**config.mk**
```make
export PLATFORM = sky130hd
export DESIGN_NAME = connection_retry_fsm
export DESIGN_NICKNAME = d
export VERILOG_FILES = /design/src/crf_pkg.sv /design/src/connection_retry_fsm.sv
export SDC_FILE = /design/constraint.sdc
export NUM_CORES = 1
export LEC_CHECK = 0
export BUFFER_PORTS_ARGS = -buffer_cell sky130_fd_sc_hd__buf_4
export CORE_MARGIN = 4
export CORE_UTILIZATION = 25
export CTS_BUF_LIST = sky130_fd_sc_hd__clkbuf_4
export DETAILED_ROUTE_END_ITERATION = 10
export GPL_TIMING_DRIVEN = 0
export PLACE_DENSITY_LB_ADDON = 0.1
export SLEW_MARGIN = 10
export SYNTH_ARGS = -nofsm -noshare
export SYNTH_HDL_FRONTEND = slang
export SYNTH_SLANG_ARGS = --single-unit
export TNS_END_PERCENT = 100
```
**constraint.sdc**
```tcl
create_clock -name clk -period 4 [get_ports clk]
set_input_delay 0.6 -clock clk [delete_from_list [all_inputs] [get_ports clk]]
set_output_delay 0.6 -clock clk [all_outputs]
set_load 0.02 [all_outputs]
```
**src/crf_pkg.sv**
```systemverilog
// ----------------------------------------------------------------------------
// crf_pkg
// Types, codes and helpers shared by the connection retry state machine.
// ----------------------------------------------------------------------------
package crf_pkg;

    // one-hot state register codes
    typedef enum logic [5:0] {
        ST_HALTED     = 6'b000001,
        ST_INIT       = 6'b000010,
        ST_CONNECTING = 6'b000100,
        ST_TIMEOUT    = 6'b001000,
        ST_CONNECTED  = 6'b010000,
        ST_FAILED     = 6'b100000
    } state_t;

    // link state codes as reported on the result stream
    localparam logic [2:0] LINK_HALTED     = 3'd0;
    localparam logic [2:0] LINK_INIT       = 3'd1;
    localparam logic [2:0] LINK_CONNECTING = 3'd2;
    localparam logic [2:0] LINK_TIMEOUT    = 3'd3;
    localparam logic [2:0] LINK_CONNECTED  = 3'd4;
    localparam logic [2:0] LINK_FAILED     = 3'd5;

    // event codes
    localparam logic [2:0] REQ_START      = 3'd0;
    localparam logic [2:0] REQ_RECONNECT  = 3'd1;
    localparam logic [2:0] REQ_INIT_REPLY = 3'd2;
    localparam logic [2:0] REQ_OPEN_REPLY = 3'd3;
    localparam logic [2:0] REQ_LINK_ERROR = 3'd4;
    localparam logic [2:0] REQ_TICK       = 3'd5;
    localparam logic [2:0] REQ_HOOK       = 3'd6;

    // configuration register indexes
    localparam logic [1:0] CFG_CONNECT_TIMEOUT = 2'd0;
    localparam logic [1:0] CFG_RETRY_DELAY     = 2'd1;
    localparam logic [1:0] CFG_HOOK_ENABLE     = 2'd2;

    localparam logic [15:0] CONNECT_TIMEOUT_RST = 16'd1000;
    localparam logic [15:0] RETRY_DELAY_RST     = 16'd1000;

    typedef struct packed {
        logic       event_ignored;
        logic [2:0] fail_cause;
        logic       ask_hook;
        logic       request_close;
        logic       request_init;
        logic [2:0] link_state;
    } result_t;

    function automatic logic [2:0] state_code(input state_t st);
        logic [2:0] code;
        case (st)
            ST_HALTED:     code = LINK_HALTED;
            ST_INIT:       code = LINK_INIT;
            ST_CONNECTING: code = LINK_CONNECTING;
            ST_TIMEOUT:    code = LINK_TIMEOUT;
            ST_CONNECTED:  code = LINK_CONNECTED;
            ST_FAILED:     code = LINK_FAILED;
            default:       code = LINK_HALTED;
        endcase
        return code;
    endfunction

endpackage

```
**src/connection_retry_fsm.sv**
```systemverilog
// ----------------------------------------------------------------------------
// connection_retry_fsm
// Connection manager with connect timeout, retry delay and failure hook.
// ----------------------------------------------------------------------------
// Input stream s_*: one event per transaction (event code and reply flag).
// Output stream m_*: exactly one result per event, giving the link state after
// the event, the init, close and hook request pulses, the cause of the latest
// failure and whether the event was ignored.
// Config channel cfg_*: index 0 connect timeout, 1 retry delay, 2 hook enable;
// always ready, other indexes are dropped.
// The result of an event appears on m_tvalid in the cycle after its
// transaction. Throughput: one event per cycle while results are taken; the
// state update is a single pass of logic between state and result registers.
// Reset puts the link in halted with the countdown and failure cause cleared
// and the registers at their defaults (1000, 1000, hook off).
// When the receiver stalls, the result register holds and s_tready drops until
// the pending result is taken; it stays high while the result drains.
// ----------------------------------------------------------------------------
module connection_retry_fsm #(
    parameter int TIMER_BITS = 16
) (
    input  logic        clk,
    input  logic        rst_n,
    input  logic        s_tvalid,
    output logic        s_tready,
    input  logic [7:0]  s_tdata,     // [2:0] req_type, [3] reply_ok
    output logic        m_tvalid,
    input  logic        m_tready,
    output logic [15:0] m_tdata,     // [2:0] link_state, [3] request_init,
                                     // [4] request_close, [5] ask_hook,
                                     // [8:6] fail_cause, [9] event_ignored
    input  logic        cfg_valid,
    output logic        cfg_ready,
    input  logic [1:0]  cfg_index,
    input  logic [15:0] cfg_data
);

    localparam int LOAD_BITS = (TIMER_BITS > 16) ? TIMER_BITS : 16;
    localparam logic [LOAD_BITS-1:0] TIMER_MAX = LOAD_BITS'({TIMER_BITS{1'b1}});

    logic [15:0] connect_timeout_reg;
    logic [15:0] retry_delay_reg;
    logic        hook_enable_reg;

    crf_pkg::state_t         state_reg, state_next;
    logic [2:0]              origin_reg, origin_next;
    logic [TIMER_BITS-1:0]   count_reg, count_next;
    logic                    await_reg, await_next;

    crf_pkg::result_t        result_reg, result_next;
    logic                    out_valid_reg;

    logic [2:0] req_type;
    logic       reply_ok;
    logic       in_fire;
    logic       expired;
    logic       do_fail;
    logic       do_init;
    logic [2:0] fail_from;

    assign req_type  = s_tdata[2:0];
    assign reply_ok  = s_tdata[3];
    assign s_tready  = !out_valid_reg || m_tready;
    assign in_fire   = s_tvalid && s_tready;
    assign cfg_ready = 1'b1;
    assign expired   = (count_reg[TIMER_BITS-1:1] == '0);

    // load with saturation when the timer is narrower than the register
    function automatic logic [TIMER_BITS-1:0] timer_load(input logic [15:0] v);
        logic [LOAD_BITS-1:0] ext;
        ext = LOAD_BITS'(v);
        return TIMER_BITS'((ext > TIMER_MAX) ? TIMER_MAX : ext);
    endfunction

    always_comb
    begin
        state_next  = state_reg;
        origin_next = origin_reg;
        count_next  = count_reg;
        await_next  = await_reg;
        result_next = '0;
        do_fail     = 1'b0;
        do_init     = 1'b0;
        fail_from   = crf_pkg::state_code(state_reg);

        if (await_reg)
        begin
            if (req_type == crf_pkg::REQ_HOOK)
            begin
                await_next = 1'b0;
                if (reply_ok)
                begin
                    do_init = 1'b1;
                end
                else
                begin
                    state_next = crf_pkg::ST_HALTED;
                    count_next = '0;
                end
            end
            else
            begin
                result_next.event_ignored = 1'b1;
            end
        end
        else
        begin
            case (req_type)
                crf_pkg::REQ_START:
                begin
                    if (state_reg == crf_pkg::ST_HALTED)
                        do_init = 1'b1;
                    else
                        result_next.event_ignored = 1'b1;
                end
                crf_pkg::REQ_RECONNECT:
                begin
                    if (state_reg == crf_pkg::ST_HALTED)
                        do_init = 1'b1;
                    else if (state_reg == crf_pkg::ST_CONNECTING ||
                             state_reg == crf_pkg::ST_CONNECTED ||
                             state_reg == crf_pkg::ST_TIMEOUT)
                        do_fail = 1'b1;
                    else
                        result_next.event_ignored = 1'b1;
                end
                crf_pkg::REQ_INIT_REPLY:
                begin
                    if (state_reg == crf_pkg::ST_INIT)
                    begin
                        if (reply_ok)
                        begin
                            state_next = crf_pkg::ST_CONNECTING;
                            count_next = timer_load(connect_timeout_reg);
                        end
                        else
                        begin
                            do_fail = 1'b1;
                        end
                    end
                    else
                    begin
                        result_next.event_ignored = 1'b1;
                    end
                end
                crf_pkg::REQ_OPEN_REPLY:
                begin
                    if (state_reg == crf_pkg::ST_CONNECTING)
                    begin
                        if (reply_ok)
                        begin
                            state_next = crf_pkg::ST_CONNECTED;
                            count_next = '0;
                        end
                        else
                        begin
                            do_fail = 1'b1;
                        end
                    end
                    else
                    begin
                        result_next.event_ignored = 1'b1;
                    end
                end
                crf_pkg::REQ_LINK_ERROR:
                begin
                    if (state_reg == crf_pkg::ST_CONNECTING)
                        do_fail = 1'b1;
                    else
                        result_next.event_ignored = 1'b1;
                end
                crf_pkg::REQ_TICK:
                begin
                    if (state_reg == crf_pkg::ST_CONNECTING)
                    begin
                        // expiry passes through timeout straight into a failure
                        if (expired)
                        begin
                            do_fail   = 1'b1;
                            fail_from = crf_pkg::LINK_TIMEOUT;
                        end
                        else
                        begin
                            count_next = count_reg - 1'b1;
                        end
                    end
                    else if (state_reg == crf_pkg::ST_FAILED)
                    begin
                        if (expired)
                            do_init = 1'b1;
                        else
                            count_next = count_reg - 1'b1;
                    end
                    else
                    begin
                        result_next.event_ignored = 1'b1;
                    end
                end
                default:
                begin
                    result_next.event_ignored = 1'b1;
                end
            endcase
        end

        if (do_fail)
        begin
            result_next.request_close = 1'b1;
            origin_next = fail_from;
            state_next  = crf_pkg::ST_FAILED;
            count_next  = '0;
            if (hook_enable_reg)
            begin
                await_next = 1'b1;
                result_next.ask_hook = 1'b1;
            end
            else if (fail_from == crf_pkg::LINK_TIMEOUT)
            begin
                do_init = 1'b1;
            end
            else
            begin
                count_next = timer_load(retry_delay_reg);
            end
        end

        if (do_init)
        begin
            state_next = crf_pkg::ST_INIT;
            count_next = '0;
            result_next.request_init = 1'b1;
        end

        result_next.link_state = crf_pkg::state_code(state_next);
        result_next.fail_cause = origin_next;
    end

    always_ff @(posedge clk or negedge rst_n)
    begin
        if (!rst_n)
        begin
            connect_timeout_reg <= crf_pkg::CONNECT_TIMEOUT_RST;
            retry_delay_reg     <= crf_pkg::RETRY_DELAY_RST;
            hook_enable_reg     <= 1'b0;
        end
        else if (cfg_valid && cfg_ready)
        begin
            case (cfg_index)
                crf_pkg::CFG_CONNECT_TIMEOUT: connect_timeout_reg <= cfg_data;
                crf_pkg::CFG_RETRY_DELAY:     retry_delay_reg     <= cfg_data;
                crf_pkg::CFG_HOOK_ENABLE:     hook_enable_reg     <= cfg_data[0];
                default:                      ;
            endcase
        end
    end

    always_ff @(posedge clk or negedge rst_n)
    begin
        if (!rst_n)
        begin
            state_reg     <= crf_pkg::ST_HALTED;
            origin_reg    <= crf_pkg::LINK_HALTED;
            count_reg     <= '0;
            await_reg     <= 1'b0;
            out_valid_reg <= 1'b0;
        end
        else
        begin
            if (in_fire)
            begin
                state_reg  <= state_next;
                origin_reg <= origin_next;
                count_reg  <= count_next;
                await_reg  <= await_next;
            end
            if (in_fire)
                out_valid_reg <= 1'b1;
            else if (m_tready)
                out_valid_reg <= 1'b0;
        end
    end

    always_ff @(posedge clk)
    begin
        if (in_fire)
            result_reg <= result_next;
    end

    assign m_tvalid = out_valid_reg;
    assign m_tdata  = {6'b0, result_reg};

    // a hook request always comes with a close and leaves the link failed
    assert property (@(posedge clk) disable iff (!rst_n)
        (m_tvalid && result_reg.ask_hook) |->
            (result_reg.request_close && result_reg.link_state == crf_pkg::LINK_FAILED))
        else $error("hook request without close in failed state");

    // an init request always reports the init state
    assert property (@(posedge clk) disable iff (!rst_n)
        (m_tvalid && result_reg.request_init) |->
            (result_reg.link_state == crf_pkg::LINK_INIT))
        else $error("init request outside init state");

    // waiting for a hook decision only happens in failed
    assert property (@(posedge clk) disable iff (!rst_n)
        await_reg |-> (state_reg == crf_pkg::ST_FAILED))
        else $error("awaiting decision outside failed state");

    // timeout is transient and never held
    assert property (@(posedge clk) disable iff (!rst_n)
        state_reg != crf_pkg::ST_TIMEOUT)
        else $error("timeout state held");

    // a stalled result holds until taken
    assert property (@(posedge clk) disable iff (!rst_n)
        (m_tvalid && !m_tready) |=> (m_tvalid && $stable(result_reg)))
        else $error("pending result lost or changed");

endmodule

```
==> results of run 1 <==
[through the flow]
stage	hold WS, ns	power [mW]
after floorplan	0.304	1.99
after global placement	0.460	2.36
after detailed placement	0.463	2.37
after CTS	0.228	2.86
after global routing	0.267	3.04
final	0.203	2.82
[cell type report]
type / count / area share (%)
buffer: 31 / 3.82
multi-input combinational: 279 / 42.3
inverter: 8 / 0.641
clock buffer: 11 / 1.76
timing repair buffer: 37 / 5.93
tap: 211 / 5.64
clock inverter: 5 / 1.04
sequential: 70 / 38.8
[cells in the final DEF, fill, tap and decap left out, drive strengths merged, types with 3 or more instances in the layout]
cell    instances
or4             6
dfrtp          47
nor3            9
clkbuf         26
or3             4
xor2            7
mux2           36
nor2           14
clkinv          4
inv             8
a22oi          16
nand2b          8
edfxtp         10
buf            53
o21ai          30
nand2          50
nor4            5
conb            7
nand3b          4
dfstp          13
a211oi          3
and4            4
o21a            3
nor2b           4
o31ai          19
xnor2          10
[power groups by stage]
stage	Sequential, mW	Clock, mW	Combinational [mW]
global route	1.10	0.528	1.41
CTS	1.08	0.507	1.28
global placement	1.09	0	1.27
detailed placement	1.09	0	1.27
finish	1.08	0.477	1.27
floorplan	1.07	0	0.921
[cells by family after synthesis]
logic type | synth area share, %
DFF | 45.6
muxes | 10.2
other | 0.188
xor gates and xnor gates | 3.73
buffers and inverters | 5.24
and+or+nand+nor | 15.7
adders and majority gates | 0.314
AOI/OAI and AO/OA | 19.1
[metal layers]
metal  wire length, um  track usage, %  share of wire (%)
met1              4840            15.1                 45
met2              5460            21.6                 50
met3               444            3.86                4.1
met5                 0               0                  0
met4               121            2.88                1.1
[how the worst max path moves through the flow]
stage	from	endpoint	slack (ns)	depth (start not counted)
2_1_floorplan	s_tdata[2]	count_reg[1]	1.31	10
3_3_place_gp	s_tdata[1]	count_reg[0]	0.60	11
3_5_place_dp	s_tdata[1]	count_reg[0]	0.56	11
4_1_cts	state_reg[4]	count_reg[15]	0.94	8
5_1_grt	count_reg[11]	state_reg[2]	0.71	9
6_report	count_reg[11]	count_reg[1]	0.94	9
[worst max-delay path, stage by stage (launching register included)]
cell      delay (ns)
dfrtp_1         0.45
or4_1           0.57
nor3_1          0.44
a311o_1         0.32
and2_1          0.14
clkbuf_1        0.32
a21o_1          0.12
buf_2           0.25
buf_6           0.22
o31ai_2         0.09
==> run summary, run 1 <==
final hold violation count: 0
Setup TNS: 0 ns
crit-path max FO: 10
Post-synth EDFFs: 10
CP Class: register to register
Arr. time, crit path: 3.38 ns
class of the worst hold path: input port to asynchronous set/reset pin
Initial Util: 25.9%
Lkg Pwr: 1.93 nW
post-CTS sizing: 0
relative slew slack: 27.7%
cell area after layout: 0.00468 mm^2
Final GP Congestion: 0.805
DRT Wirelength: 10900 um
post-CTS setup buffers: 0
post-synth top area share: 29.5%
status: complete, no violations
H-tree levels: 3
Flop pwr share: 38.1%
CTS Root Cell: clkbuf_4
cell area after synthesis: 0.00399 mm^2
P&R area growth vs syn: 17.3%
die span in y: 134 um
port bufs: 37
clock share of power: 16.9%
drt first pass iters: 4
sequential area share after synthesis: 45.6%
Area contributors post-synth: dfrtp_1, mux2_2, dfstp_2, edfxtp_1, nand2_1
Switching Fraction: 41.0%
Slew Limit Fails: 0
Max-Cap Viols: 0
asr flop ratio synth: 85.7%
RR Startpoint: count_reg[11]
Post-DRT Antenna Nets: 0
CTS Buffer Depth: 2
worst vdd ir: 0.228 mV
Synth Instances: 383
DRT iter0 DRCs: 162
fin util: 30.3%
Reg area: 0.00182 mm^2
DR WL/cell: 16.7 um
number of vias per cell: 4.77
combinational share of power: 45.0%
r2r endpoint: count_reg[1]
via count: 3111
slew at the pin closest to its max-slew limit: 1.08 ns
Synth area leader: dfrtp_1
cell internal pwr: 1.67 mW
layout net count: 468
dpl cells: 636
final setup violation count: 0
Std-Cell Rows: 45
clock skew: 0.0193 ns
vias in the first global route: 3262
syn avg cell area: 10.4 um^2
register bit total from synthesis: 70
clk_lat worst skew: 0.45 ns
largest net degree at the start of global routing: 61
Placed Area: 0.00455 mm^2
die width: 134 um
CTS tree: done
total grt overflow: 0
GR Util All Layers: 12.4%
RSZ-0062 raised after global routing: no
cts hold-fix bufs: 0
initial antenna violation count: 0
pre-CTS worst setup slack: 0.561 ns
Core ar.: 0.0154 mm^2
Final min period: 3.06 ns
CP startpoint kind: register
fillers: 1676
Yosys cell types: 65
# diodes: 0
crit path setup slack, layout: 0.935 ns
crit path capture type: register
Sw Pwr: 1.16 mW
Non-Filler Instances: 652
Reg2Reg Setup Slack: 0.94 ns
Peak Freq: 326 MHz
Tcrit/Tclk final: 76.6%
Ports: 50
Synth Flop Type: dfrtp_1
critical path required time: 4.31 ns
Commonest cells post-synth: nand2_1, dfrtp_1, mux2_2, o21ai_0, a22oi_1
R2R cell count: 9
Pwr Density: 603 mW/mm^2
die area: 0.0180 mm^2
area of the multi-input gates: 0.00198 mm^2
most common cell in the netlist: nand2_1
hpwl dp: 7700 um
yosys warns: 0
first-pass GRT wire length: 17500 um
layout cell share with drive strength beyond 1: 31.3%
TritonCTS buffer count: 9
# clock sinks: 70
DRC: 0
clock-pin slew on the worst setup and hold paths: 0.13 ns
Note: power is estimated with default switching activity, not from simulation.
==> inputs of run 2 (changes only) <==
==> constraint.sdc (replaced) <==
create_clock -name clk -period 2.5 [get_ports clk]
set_input_delay 0.375 -clock clk [delete_from_list [all_inputs] [get_ports clk]]
set_output_delay 0.375 -clock clk [all_outputs]
set_load 0.02 [all_outputs]
==> run 2 against run 1 <==
Effect of this change:
- the flow now finishes with violations (setup timing)
- sequential cell count is the same
- cell count up 4.6%
- via count increased by 3.8%
- critical endpoint is now count_reg[15]
- largest cell class unchanged
==> run summary, run 2 (synthesis results as in run 1) <==
status: complete, but fails checks
failing checks: setup timing
CTS Buffer Depth: 2 (unchanged)
area of the multi-input gates: 0.00236 mm^2 (+19%)
fin util: 35.3% (+4.9 points)
port bufs: 37 (unchanged)
Initial Util: 25.9% (unchanged)
initial antenna violation count: 0 (unchanged)
hpwl dp: 7630 um (-0.80%)
worst vdd ir: 0.308 mV (+35%)
die area: 0.0180 mm^2 (unchanged)
slew at the pin closest to its max-slew limit: 1.14 ns (+0.0609 ns)
Pwr Density: 980 mW/mm^2 (+63%)
number of vias per cell: 4.74 (-0.74%)
DRT Wirelength: 11600 um (+6.7%)
CTS Root Cell: clkbuf_4
H-tree levels: 3 (unchanged)
Final min period: 2.66 ns (-0.403 ns)
Placed Area: 0.00456 mm^2 (+0.25%)
crit path setup slack, layout: -0.162 ns (-1.10 ns)
commonest non-fill, non-tap cell in the layout: buf_4
Flop pwr share: 32.7% (-5.4 points)
final hold violation count: 0 (unchanged)
critical path, cell by cell: or4_4 -> o21a_1 -> a211o_4 -> o21ai_4 -> inv_4 -> a21o_1 -> buf_6 -> clkbuf_16 -> o31ai_2
final setup violation count: 28 (+28)
clock share of power: 14.1% (-2.8 points)
layout cell share with drive strength beyond 1: 48.8% (+18 points)
Core ar.: 0.0154 mm^2 (unchanged)
CP delay by family, top: compound AO/OA/AOI/OAI gates
Power Total: 5.33 mW (+89%)
layout net count: 498 (+6.4%)
Ports: 50 (unchanged)
Max-Cap Viols: 0 (unchanged)
most frequent cells in the layout: buf_4, dfrtp_1, nand2_1, mux2_2, o21ai_0
DRT iter0 DRCs: 182 (+12%)
CP Class: register to register
class of the worst hold path: input port to register
clk_lat worst skew: 0.46 ns (about the same)
Arr. time, crit path: 3.03 ns (-0.35 ns)
cell internal pwr: 3.15 mW (+89%)
fillers: 1581 (-5.7%)
Reg area: 0.00182 mm^2 (+0.14%)
Lkg Pwr: 2.21 nW (+15%)
CP max stage delay: 0.55 ns (-0.02 ns)
P&R area growth vs syn: 36.4%
die span in y: 134 um (unchanged)
die width: 134 um (unchanged)
DR WL/cell: 17.0 um (+2.0%)
Hold Slack: 0.112 ns (-0.0913 ns)
first-pass GRT wire length: 18300 um (+4.9%)
# diodes: 0 (unchanged)
clock skew: 0.0135 ns (-0.00575 ns)
total grt overflow: 0 (unchanged)
via count: 3230 (+3.8%)
cell area after layout: 0.00544 mm^2 (+16%)
Std-Cell Rows: 45 (unchanged)
crit path max-delay cell type: or4_4
relative slew slack: 23.6% (-4.1 points)
Post-DRT Antenna Nets: 0 (unchanged)
worst path bufs/invs: 3 (unchanged)
GR Util All Layers: 13.1% (+0.66 points)
Peak Freq: 376 MHz (+15%)
Reg2Reg Setup Slack: -0.16 ns (-1.10 ns)
DRC: 0 (unchanged)
Sw Pwr: 2.19 mW (+89%)
# clock sinks: 70 (unchanged)
crit path capture type: register
crit-path max FO: 5 (-5)
Slew Limit Fails: 0 (unchanged)
largest net degree at the start of global routing: 61 (unchanged)
drt first pass iters: 4 (unchanged)
critical path required time: 2.87 ns (-1.44 ns)
combinational share of power: 53.2% (+8.2 points)
Final GP Congestion: 0.759 (-5.7%)
vias in the first global route: 3377 (+3.5%)
CP startpoint kind: register
Switching Fraction: 41.0% (about the same)
Tcrit/Tclk final: 106% (+30 points)
clock-pin slew on the worst setup and hold paths: 0.12 ns (about the same)
RSZ-0062 raised after global routing: yes
TritonCTS buffer count: 9 (unchanged)
Setup TNS: -2.41 ns (-2.41 ns)
CTS tree: done
==> run 2: final timing paths <==
kind	startpoint	end	depth (start not counted)
worst max-delay path	state_reg[3]	count_reg[15]	9
max in group asynchronous	rst_n	count_reg[4]	2
worst min-delay path	s_tvalid	m_tvalid	2
worst min register to register	origin_reg[1]	origin_reg[1]	2
min in group asynchronous	rst_n	state_reg[3]	2
worst max register to register	state_reg[3]	count_reg[15]	9
==> run 2: stage by stage <==
stage          instances  setup WS, ns
2_1_floorplan        388        0.0162
5_1_grt              682        -0.228
6_report             682        -0.162
3_3_place_gp         636        -0.719
3_5_place_dp         636        -0.736
4_1_cts              671        -0.131
==> run 2: worst reg2reg max path, stage by stage (launching register included) <==
cell and delay [ns]:
dfrtp_1 0.41, or4_4 0.55, o21a_1 0.21, a211o_4 0.37, o21ai_4 0.18, inv_4 0.07, a21o_1 0.22, buf_6 0.16
clkbuf_16 0.17, o31ai_2 0.23
==> run 2: power groups by stage <==
stage	clock, mW	combinational (mW)	sequential (mW)
finish	0.754	2.84	1.74
global route	0.830	3.08	1.79
CTS	0.794	2.45	1.73
detailed placement	0	2.03	1.75
global placement	0	2.04	1.74
floorplan	0	1.49	1.72
==> run 2: area by class of cell <==
| cell class | instances | area share (%) |
|---|---|---|
| clock inverters | 6 | 1.15 |
| multi-input cells | 279 | 43.4 |
| inverters | 8 | 0.598 |
| clock buffers | 10 | 1.38 |
| flip-flops and latches | 70 | 33.4 |
| plain buffers | 28 | 4.07 |
| repair buffers | 70 | 11.1 |
| well taps | 211 | 4.85 |
==> run 2: per-layer routing <==
metal	share of wire (%)	up-vias	GRT usage, %
li1	-	1566	-
met1	44	1596	16.2
met2	51	58	22.5
met3	3.5	10	3.26
met4	1.6	0	4.24
met5	0	-	0
==> run 2: timing repair <==
| item | 4_1_cts | 5_1_grt |
|---|---|---|
| hold buffers | 1 | 0 |
| setup buffers | 19 | 9 |
| resized for setup | 61 | 60 |
| endpoints found under the hold margin | 5 | 0 |
| endpoints found under the setup margin | 29 | 32 |
| cloned | 2 | 2 |
| pin swaps | 24 | 18 |
==> inputs of run 3 (changes only) <==
--- a/config.mk
+++ b/config.mk
@@ -10,7 +10,6 @@
 export CORE_UTILIZATION = 25
 export CTS_BUF_LIST = sky130_fd_sc_hd__clkbuf_4
 export DETAILED_ROUTE_END_ITERATION = 10
-export GPL_TIMING_DRIVEN = 0
 export PLACE_DENSITY_LB_ADDON = 0.1
 export SLEW_MARGIN = 10
 export SYNTH_ARGS = -nofsm -noshare
==> constraint.sdc (replaced) <==
create_clock -name clk -period 3.13 [get_ports clk]
set_input_delay 0.4695 -clock clk [delete_from_list [all_inputs] [get_ports clk]]
set_output_delay 0.4695 -clock clk [all_outputs]
set_load 0.02 [all_outputs]
==> run 3 against run 2 <==
Effect of this change:
- the flow now finishes without violations
- register-to-register slack improved by 0.46 ns
- largest cell class unchanged
- critical endpoint is now count_reg[6]
- combinational power decreased by 44%
- via count decreased by 6.2%
- largest power group unchanged
- non-clock buffer count decreased by 39
- clock skew increased by 0.0074 ns
- clock power decreased by 19%
- maximum frequency decreased by 6.1%
- critical path type unchanged
- hold slack got worse by 0.044 ns
- routed wire length decreased by 9.9%
- critical path depth decreased by 1
==> run summary, run 3 (synthesis results as in run 1) <==
status: complete, no violations
cell internal pwr: 2.16 mW (-31%)
first-pass GRT wire length: 17400 um (-5.0%)
Tcrit/Tclk final: 90.5% (-16 points)
Reg2Reg Setup Slack: 0.30 ns (+0.46 ns)
R2R cell count: 8 (-1)
final setup violation count: 0 (-100%)
H-tree levels: 3 (unchanged)
worst vdd ir: 0.257 mV (-16%)
CTS Root Cell: clkbuf_4
Initial Util: 25.9% (unchanged)
RR Startpoint: state_reg[1]
number of vias per cell: 4.71 (-0.54%)
Reg area: 0.00182 mm^2 (-0.14%)
Setup TNS: 0 ns (+2.41 ns)
CP Class: register to register
P&R area growth vs syn: 17.4%
clock-pin slew on the worst setup and hold paths: 0.11 ns (about the same)
class of the worst hold path: input port to asynchronous set/reset pin
TritonCTS buffer count: 9 (unchanged)
commonest non-fill, non-tap cell in the layout: buf_4
Lkg Pwr: 1.94 nW (-12%)
Core ar.: 0.0154 mm^2 (unchanged)
DRT Wirelength: 10400 um (-9.9%)
Final GP Congestion: 0.769 (+1.3%)
die width: 134 um (unchanged)
layout cell share with drive strength beyond 1: 34.0% (-15 points)
cell area after layout: 0.00468 mm^2 (-14%)
slew at the pin closest to its max-slew limit: 0.808 ns (-0.335 ns)
Arr. time, crit path: 3.19 ns (+0.16 ns)
area of the multi-input gates: 0.00199 mm^2 (-16%)
most frequent cells in the layout: buf_4, nand2_1, dfrtp_1, mux2_2, o21ai_0
hpwl dp: 7250 um (-5.0%)
DR WL/cell: 16.2 um (-4.5%)
clock share of power: 16.9% (+2.8 points)
Switching Fraction: 39.9% (-1.1 points)
# diodes: 0 (unchanged)
crit path capture type: register
Post-DRT Antenna Nets: 0 (unchanged)
DRC: 0 (unchanged)
combinational share of power: 44.4% (-8.8 points)
Flop pwr share: 38.8% (+6.1 points)
largest net degree at the start of global routing: 61 (unchanged)
Slew Limit Fails: 0 (unchanged)
final hold violation count: 0 (unchanged)
die area: 0.0180 mm^2 (unchanged)
Non-Filler Instances: 643 (-5.7%)
initial antenna violation count: 0 (unchanged)
DRT iter0 DRCs: 172 (-5.5%)
relative slew slack: 46.1% (+23 points)
drt first pass iters: 4 (unchanged)
Std-Cell Rows: 45 (unchanged)
vias in the first global route: 3273 (-3.1%)
GR Util All Layers: 12.3% (-0.77 points)
via count: 3029 (-6.2%)
Peak Freq: 353 MHz (-6.1%)
Ports: 50 (unchanged)
CP endpoint: count_reg[6]
RSZ-0062 raised after global routing: no
Max-Cap Viols: 0 (unchanged)
CP startpoint kind: register
crit-path max FO: 32 (+27)
fillers: 1665 (+5.3%)
r2r endpoint: count_reg[6]
die span in y: 134 um (unchanged)
Sw Pwr: 1.44 mW (-34%)
dpl cells: 627 (-1.4%)
crit path launch: state_reg[1]
critical path required time: 3.49 ns (+0.62 ns)
# clock sinks: 70 (unchanged)
port bufs: 38 (+2.7%)
Pwr Density: 769 mW/mm^2 (-22%)
total grt overflow: 0 (unchanged)
CTS tree: done
clock skew: 0.0210 ns (+0.00741 ns)
layout net count: 459 (-7.8%)
clk_lat worst skew: 0.46 ns (about the same)
Placed Area: 0.00455 mm^2 (-0.36%)
CTS Buffer Depth: 2 (unchanged)
post-CTS sizing: 0 (-100%)
post-CTS setup buffers: 0 (-19)
cts hold-fix bufs: 0 (-1)
Final min period: 2.83 ns (+0.172 ns)
## run 3: changes by cell type in the layout (fill, tap and decap cells not counted), moves of 4 or more
cell      previous run  this run
a22oi_2             14         0
or4_4                6         0
o31ai_1              3         9
a22oi_1              2        16
nand2_1             44        50
nor3_1               4         9
buf_6               16         0
o31ai_4              5         0
clkbuf_1             7         0
or4_1                0         6
nor3_2               4         0
nand2_2              4         0
## run 3: worst min path at each step
stage	cells after the start	end	slack [ns]
2_1_floorplan	0	await_reg	0.17
5_1_grt	1	connect_timeout_reg[13]	0.13
6_report	1	state_reg[4]	0.07
4_1_cts	1	retry_delay_reg[13]	0.08
3_5_place_dp	2	origin_reg[1]	0.46
3_3_place_gp	2	origin_reg[1]	0.46
## run 3: worst max-delay path: stages, from the launching register on
cell and delay (ns):
dfrtp_1 0.47, buf_4 0.19, or4_1 0.61, nor3_1 0.27
o21ai_0 0.12, a221oi_1 0.46, o21ai_2 0.08, buf_4 0.26
o31ai_1 0.27
## run 3: layout make-up
class | count | share of cell area, %
multi-input combinational | 279 | 42.5
sequential | 70 | 38.8
timing repair buffer | 59 | 9.46
tap | 211 | 5.64
clock buffer | 12 | 1.92
clock inverter | 4 | 1.02
inverter | 8 | 0.641
## run 3: routing by layer
layer | routed length (um) | global-route usage (%) | share of wire (%) | up-vias
met5 | 0 | 0 | 0 | -
met4 | 182 | 4.36 | 1.7 | 0
met3 | 337 | 3.23 | 3.2 | 12
met2 | 5240 | 21.5 | 50 | 40
met1 | 4690 | 14.7 | 45 | 1491
li1 | - | - | - | 1486
## run 3: power by group through the flow
stage	registers [mW]	logic, mW	clock network (mW)
CTS	1.40	1.62	0.645
detailed placement	1.42	1.61	0
floorplan	1.37	1.18	0
global placement	1.41	1.60	0
finish	1.40	1.60	0.607
global route	1.43	1.78	0.676
## run 3: metrics by stage
| step | power [mW] | hold slack [ns] | util, % | worst slack [ns] |
|---|---|---|---|---|
| floorplan | 2.55 | 0.174 | - | 0.574 |
| global placement | 3.02 | 0.461 | 29.5 | 0.332 |
| detailed placement | 3.03 | 0.463 | 29.5 | 0.314 |
| CTS | 3.66 | 0.0818 | 30.4 | 0.266 |
| global route | 3.89 | 0.131 | 30.4 | 0.107 |
| finish | 3.60 | 0.0676 | 30.4 | 0.297 |
